$ cat src/design/mmt_pkg.sv
package mmt_pkg;

  // store geometry
  localparam int MAX_VALUES     = 1024;
  localparam int VALS_PER_BLOCK = 32;
  localparam int COUNT_BITS     = 16;
  localparam int NUM_BLOCKS     = (MAX_VALUES + VALS_PER_BLOCK - 1) / VALS_PER_BLOCK;

  localparam int VAL_W   = $clog2(MAX_VALUES);
  localparam int OFS_W   = $clog2(VALS_PER_BLOCK);
  localparam int BLK_W   = $clog2(NUM_BLOCKS);
  localparam int OCC_W   = $clog2(VALS_PER_BLOCK + 1);
  localparam int LIMIT_W = 10;
  localparam int ITEM_W  = 16;
  localparam int MEX_W   = 11;

  localparam logic [COUNT_BITS-1:0] COUNT_MAX = {COUNT_BITS{1'b1}};

  // input actions
  localparam logic [1:0] ACT_ADD    = 2'd0;
  localparam logic [1:0] ACT_REMOVE = 2'd1;
  localparam logic [1:0] ACT_QUERY  = 2'd2;

  // result status codes
  localparam logic [1:0] STAT_OK     = 2'd0;
  localparam logic [1:0] STAT_RANGE  = 2'd1;
  localparam logic [1:0] STAT_ABSENT = 2'd2;
  localparam logic [1:0] STAT_SAT    = 2'd3;

  // classified command codes
  localparam logic [1:0] CMD_ADD    = 2'd0;
  localparam logic [1:0] CMD_REMOVE = 2'd1;
  localparam logic [1:0] CMD_QUERY  = 2'd2;
  localparam logic [1:0] CMD_RANGE  = 2'd3;

  typedef struct packed {
    logic [1:0]        action;
    logic [ITEM_W-1:0] item_value;
  } in_item_t;

  typedef struct packed {
    logic [MEX_W-1:0] mex;
    logic [1:0]       status;
  } out_item_t;

  typedef struct packed {
    logic [1:0]       op;
    logic [VAL_W-1:0] value;
  } cmd_t;

  function automatic logic [VAL_W-1:0] clamp_limit(input logic [LIMIT_W-1:0] v);
    logic [VAL_W-1:0] r;
    if (int'(v) >= MAX_VALUES) begin
      r = VAL_W'(MAX_VALUES - 1);
    end else begin
      r = VAL_W'(v);
    end
    return r;
  endfunction

  localparam logic [VAL_W-1:0] LIMIT_RESET = clamp_limit(LIMIT_W'(1023));

endpackage

$ cat src/design/mmt_front.sv
module mmt_front (
  input  logic                         clk,
  input  logic                         rst,
  input  logic                         push,
  output logic                         full,
  input  mmt_pkg::in_item_t            in_item,
  input  logic [mmt_pkg::VAL_W-1:0]    value_limit,
  input  logic                         clearing,
  output logic                         cmd_valid,
  output mmt_pkg::cmd_t                cmd,
  input  logic                         cmd_take
);
  import mmt_pkg::*;

  cmd_t       q [2];
  logic       wr_ptr;
  logic       rd_ptr;
  logic [1:0] fill;
  cmd_t       cls;
  logic       accept;
  logic       take;
  logic       out_of_range;

  // classify the item against the current limit
  always_comb begin
    out_of_range = in_item.item_value > {{(ITEM_W - VAL_W){1'b0}}, value_limit};
    cls.value    = in_item.item_value[VAL_W-1:0];
    case (in_item.action)
      ACT_ADD:    cls.op = out_of_range ? CMD_RANGE : CMD_ADD;
      ACT_REMOVE: cls.op = out_of_range ? CMD_RANGE : CMD_REMOVE;
      ACT_QUERY:  cls.op = CMD_QUERY;
      default:    cls.op = CMD_QUERY;
    endcase
  end

  assign full      = (fill == 2'd2) || clearing;
  assign accept    = push && !full;
  assign cmd_valid = fill != 2'd0;
  assign take      = cmd_take && cmd_valid;
  assign cmd       = q[rd_ptr];

  always_ff @(posedge clk) begin
    if (accept) begin
      q[wr_ptr] <= cls;
    end
  end

  always_ff @(posedge clk) begin
    if (rst) begin
      wr_ptr <= 1'b0;
      rd_ptr <= 1'b0;
      fill   <= 2'd0;
    end else begin
      if (accept) begin
        wr_ptr <= ~wr_ptr;
      end
      if (take) begin
        rd_ptr <= ~rd_ptr;
      end
      if (accept && !take) begin
        fill <= fill + 2'd1;
      end else if (take && !accept) begin
        fill <= fill - 2'd1;
      end
    end
  end

endmodule

$ cat config.mk
export PLATFORM = sky130hd
export DESIGN_NAME = mmt_front
export DESIGN_NICKNAME = d
export VERILOG_FILES = /design/src/design/mmt_pkg.sv /design/src/design/mmt_front.sv
export SDC_FILE = /design/constraint.sdc
export NUM_CORES = 1
export LEC_CHECK = 0
export ABC_AREA = 1
export BUFFER_PORTS_ARGS = -buffer_cell sky130_fd_sc_hd__buf_4
export CAP_MARGIN = 10
export CORE_MARGIN = 2
export CORE_UTILIZATION = 49
export DETAILED_ROUTE_END_ITERATION = 10
export PLACE_DENSITY_LB_ADDON = 0.05
export REMOVE_ABC_BUFFERS = 1
export SLEW_MARGIN = 20
export SYNTH_ARGS = -nofsm -noshare
export SYNTH_HDL_FRONTEND = slang
export SYNTH_SLANG_ARGS = --single-unit
$ cat constraint.sdc
create_clock -name clk -period 1.9 [get_ports clk]
set_input_delay 0.095 -clock clk [delete_from_list [all_inputs] [get_ports clk]]
set_output_delay 0.095 -clock clk [all_outputs]
set_load 0.01 [all_outputs]
## After elaboration in Yosys (flattened, before gate mapping)

Memories as Yosys holds them, arrays and structs flattened. A register that Yosys moved wholly into a read port is not among the register bits.
Cells that the tools add are included.
Widths: inputs -> output; s select.

| word-level totals | value |
|---|---|
| register bits after elaboration | 4 |
| memory bits (writable) | 24 |
| input bits | 33 |
| word-level logic and storage cells | 31 |
| memories | 1 |

Memory list:

| memory | words | bits a word | rd ports | clocked after Yosys merged registers in | write ports | RTL line | text |
|---|---|---|---|---|---|---|---|
| q | 2 | 12 | 1 | 1 | 1 | mmt_front.sv:15 | `cmd_t q [2];` |

| cells by class | value |
|---|---|
| add/sub/neg operators | 2 |
| $lt $le $gt $ge | 1 |
| equality and inequality tests | 2 |
| muxes and demuxes | 9 |
| bitwise logic cells | 2 |
| reductions and logical operators | 11 |

Operator list:

| kind | count |
|---|---|
| $gt 16x10->1 | 1 |
| $mux 2 | 4 |
| $logic_and 1x1->1 | 4 |
| $mux 1 | 4 |
| $pmux 2 s2 | 1 |
| $reduce_bool 2->1 | 2 |
| $logic_not 1->1 | 3 |
| $add 2x1->2 const B | 1 |
| $eq 2x1->1 const B | 1 |
| $eq 2x2->1 const B | 1 |
| $logic_not 2->1 | 1 |
| $not 1->1 | 2 |
| $sub 2x1->2 const B | 1 |
| $logic_or 1x1->1 | 1 |

## Depth between registers and ports, before layout

| depth | value |
|---|---|
| depth after elaboration | 8 |
| gate-level depth with buffers | 13 |
| mapped depth without buffers | 13 |

## Least setup slack after synthesis

No wires, ideal clock.

| timing path | value |
|---|---|
| path type | register to register |
| start point | register fill[0] |
| end point | memory q[1][0] in the netlist's numbering (enable) |
| setup time | 382 ps |
| arrival | 1143 ps |
| required time | 1518 ps |
| slack | 375 ps |
| cell stages (with the launch flop) | 5 |
| cells stage by stage | dfxtp_1 > inv_2 > nand2_1 > nand3_2 > nor2_1 |

| on the way | value |
|---|---|
| longest elaborated chain between the ends | 6 |

RTL lines:

| item | RTL line | text |
|---|---|---|
| start, declared | mmt_front.sv:18 | `logic [1:0] fill;` |
| start signal, assigned | mmt_front.sv:61 | `fill <= fill + 2'd1;` |
| start signal, assigned | mmt_front.sv:63 | `fill <= fill - 2'd1;` |
| $eq 2x2->1 | mmt_front.sv:36 | `assign full = (fill == 2'd2) \|\| clearing;` |
| $logic_or 1x1->1 | mmt_front.sv:36 |  |
| $logic_not 1->1 | mmt_front.sv:37 | `assign accept = push && !full;` |
| $logic_and 1x1->1 | mmt_front.sv:37 |  |
| $mux 1 | mmt_front.sv:43 | `if (accept) begin` |
| $mux 1 (implied by the code) | mmt_front.sv:44 | `q[wr_ptr] <= cls;` |
| end, declared | mmt_front.sv:15 |  |

No other way between the ends.

==> impl_results.md <==
- TritonCTS clock tree: yes
- Syn Area/Cell: approximately 11 µm²
- Min-delay worst type: in2reg
- Synth Warn #: 0
- Chip height: 58 µm
- CTS root buf: clkbuf_4
- Power Density: 888 nW/µm²
- Final min period: 1.67 ns
- Area contributors post-synth: edfxtp_1, ha_1, mux2_2
- Slew HR: about four fifths
- Hold_sp: cmd_take
- CP Max Fanout: 7
- Layout cells sized above 1: between 30% and 40%
- CP arrival: 1.57 ns
- Largest net degree at the start of global routing: 14
- Final Hold Violating Endpoints: 0
- Reg2Reg Depth: 9
- Nets: 237
- Placed cell count: between 200 and 250
- Post-Syn Area: 1430 µm²
- Sequential fraction of the synthesis area: 57.4%
- Top Ports: between 40 and 50
- First-pass GRT wire length: 4.27 mm
- Max stage delay on crit path: 0.52 ns
- Row Count: 19
- Starting DRT DRC Count: 42
- RSZ-0062 raised after global routing: false
- Startpoint Class: flop
- Peak VDD IR: 0.712 mV
- Antenna Cells: 0
- Clock transition at path regs: 0.09 ns
- Total Routed Length: 2.68 mm
- Share of the clock period used by the worst path: 87.7%
- WL/cell: about 12 µm
- Setup TNS: 0 ns
- Worst-Margin Slew: 0.325 ns
- Num CTS Buffers: 5
- R2r setup slk: 0.43 ns
- Worst-path cell chain: buf_4 > mux2_2 > buf_4
- P&R area growth vs syn: 40.3%
- R2R Path End: fill[1]
- Residual DRC: 0
- GRT Util Overall: 17.5%
- WS Path Type: reg2out
- Vias in the first global route: 1,040
- Die Area: 3360 µm²
- Reg-to-reg startpoint: fill[0]
- Post-Synthesis Cells: 126
- Max-slew violation count: 0
- Dpl hpwl: between 2 and 2.5 mm
- Hold Path Stages: 4
- Vias per inst: approximately 4.7
- Buffer depth of the longest clock path: 2
- Final setup margin: 0.235 ns
- Critical Path Most Common Cell: buf_4
- # clock sinks: 29
- DR vias: roughly 1,100
- Worst-Skew Late Latency: around 0.33 ns
- Starting density of the core: 51.8%
- Residual antenna-violating net count after detailed routing: 0
- Slowest CP cell: dfxtp_1
- Synth top area share: 50.4%
- Routability cong.: 0.775
- Leak: approximately 0.92 nW
- Synth area leader: edfxtp_1
- Drt pass-1 iters: 2
- Core Region: 2760 µm²
- Initial antenna violation count: 0
- Pre-CTS setup slack: between 0.4 and 0.5 ns
- FMAX: 600 MHz
- Max cap viols: 0
- Outcome: finished clean
- Number of synthesized register bits: 29
- Grt ovf: 0
- Die width: 58 µm
- Final Skew: 0.00647 ns
- Final setup vio count: 0
- Synth cell types: 19
- CP endpoint kind: output pin
- PortBufs: 46
- Post_cts resized: 0
- H-tree depth: 2
- Req. time, crit path: 1.80 ns
- Finished Layout Cells: between 200 and 250
critical path: cells and delay by family, from the launching register on:
| kind | cells | cell delay, ns |
|---|---|---|
| buf+inv | 2 | 0.37 |
| mux | 1 | 0.35 |
| flops | 1 | 0.52 |
sequential cells by signal, indices dropped and copies added, names as in the netlist, named ones only:
signal / count
q: 24
wr_ptr: 1
rd_ptr: 1
fill: 2
cells in the mapped netlist:
| cell | n |
|---|---|
| nand2_1 | 22 |
| inv_1 | 17 |
| dfxtp_1 | 5 |
| a21o_1 | 1 |
| ha_1 | 11 |
| a21oi_1 | 7 |
| nand3_2 | 1 |
| buf_4 | 1 |
| or2_1 | 1 |
| o21ai_1 | 1 |
| o21a_1 | 1 |
| mux2_2 | 12 |
| nand3_1 | 3 |
| edfxtp_1 | 24 |
| nor2_1 | 13 |
| nor3b_1 | 1 |
| nand2_4 | 2 |
| xor2_1 | 1 |
| inv_2 | 2 |
stage by stage:
| stage | util (%) | hold WS (ns) | power, mW | area [µm²] |
|---|---|---|---|---|
| CTS | 72.7 | 0.0637 | 1.80 | 2000 |
| global route | 72.7 | 0.0826 | 1.88 | 2000 |
| global placement | 66.6 | 0.291 | 1.37 | 1840 |
| detailed placement | 66.6 | 0.294 | 1.40 | 1840 |
| floorplan | - | 0.164 | 1.14 | 1420 |
| finish | 72.7 | 0.0711 | 1.78 | 2000 |
cells in the final DEF (no fill, tap or decap):
cell            n
inv_2           2
dlygate4sd3_1  11
clkbuf_8        1
clkbuf_4        5
a21o_1          1
clkbuf_1        2
a21oi_1         7
dfxtp_1         5
nand2_1        22
o21a_1          1
ha_1           11
or2_1           1
nand2_4         2
o21ai_1         1
nor2_1         13
nand3_1         3
mux2_2         12
nand3_2         1
edfxtp_1       24
inv_1          17
buf_4          50
xor2_1          1
nor3b_1         1
kinds of logic (layout without fill, tap and decap cells):
| family | after synthesis | after routing | synth area share [%] |
|---|---|---|---|
| fa+ha+maj | 11 | 11 | 9.63 |
| xor+xnor | 1 | 1 | 0.613 |
| flops | 29 | 29 | 57.4 |
| compound gates | 10 | 10 | 3.85 |
| simple gates | 43 | 43 | 13.5 |
| buf+inv | 20 | 88 | 5.52 |
| mux | 12 | 12 | 9.46 |
layer usage:
metal	vias to the layer above	track usage, %	routed length (µm)
met3	7	4.91	135
met1	462	19.2	1110
li1	557	-	-
met2	30	29.9	1370
met4	0	11.0	69
met5	-	0	0
power breakdown:
| group | internal (mW) | leakage, nW | switching, mW | total (mW) |
|---|---|---|---|---|
| Combinational | 0.316 | 0.633 | 0.269 | 0.585 |
| Clock | 0.182 | 0.0326 | 0.210 | 0.392 |
| Sequential | 0.762 | 0.257 | 0.0416 | 0.804 |
what timing repair did:
item,4_1_cts,5_1_grt
endpoints found under the hold margin,24,0
hold buffers,11,0
setup buffers,0,0
area by class of cell:
class	instances	area [µm²]
Sequential cell	29	821
Fill cell	204	753
Tap cell	31	38.8
Inverter	19	71.3
Multi-Input combinational cell	77	529
Clock buffer	8	58.8
Timing Repair Buffer	61	485
worst max-delay path by stage:
| stage | endpoint | startpoint | cells after the start |
|---|---|---|---|
| finish | cmd[10] | flop | 3 |
| global route | cmd[1] | flop | 3 |
| CTS | cmd[2] | flop | 3 |
| detailed placement | fill[1] | fill[0] | 9 |
| global placement | fill[1] | fill[0] | 9 |
| floorplan | q[1][0] | fill[0] | 4 |
Power figures use the tool's default switching activity.
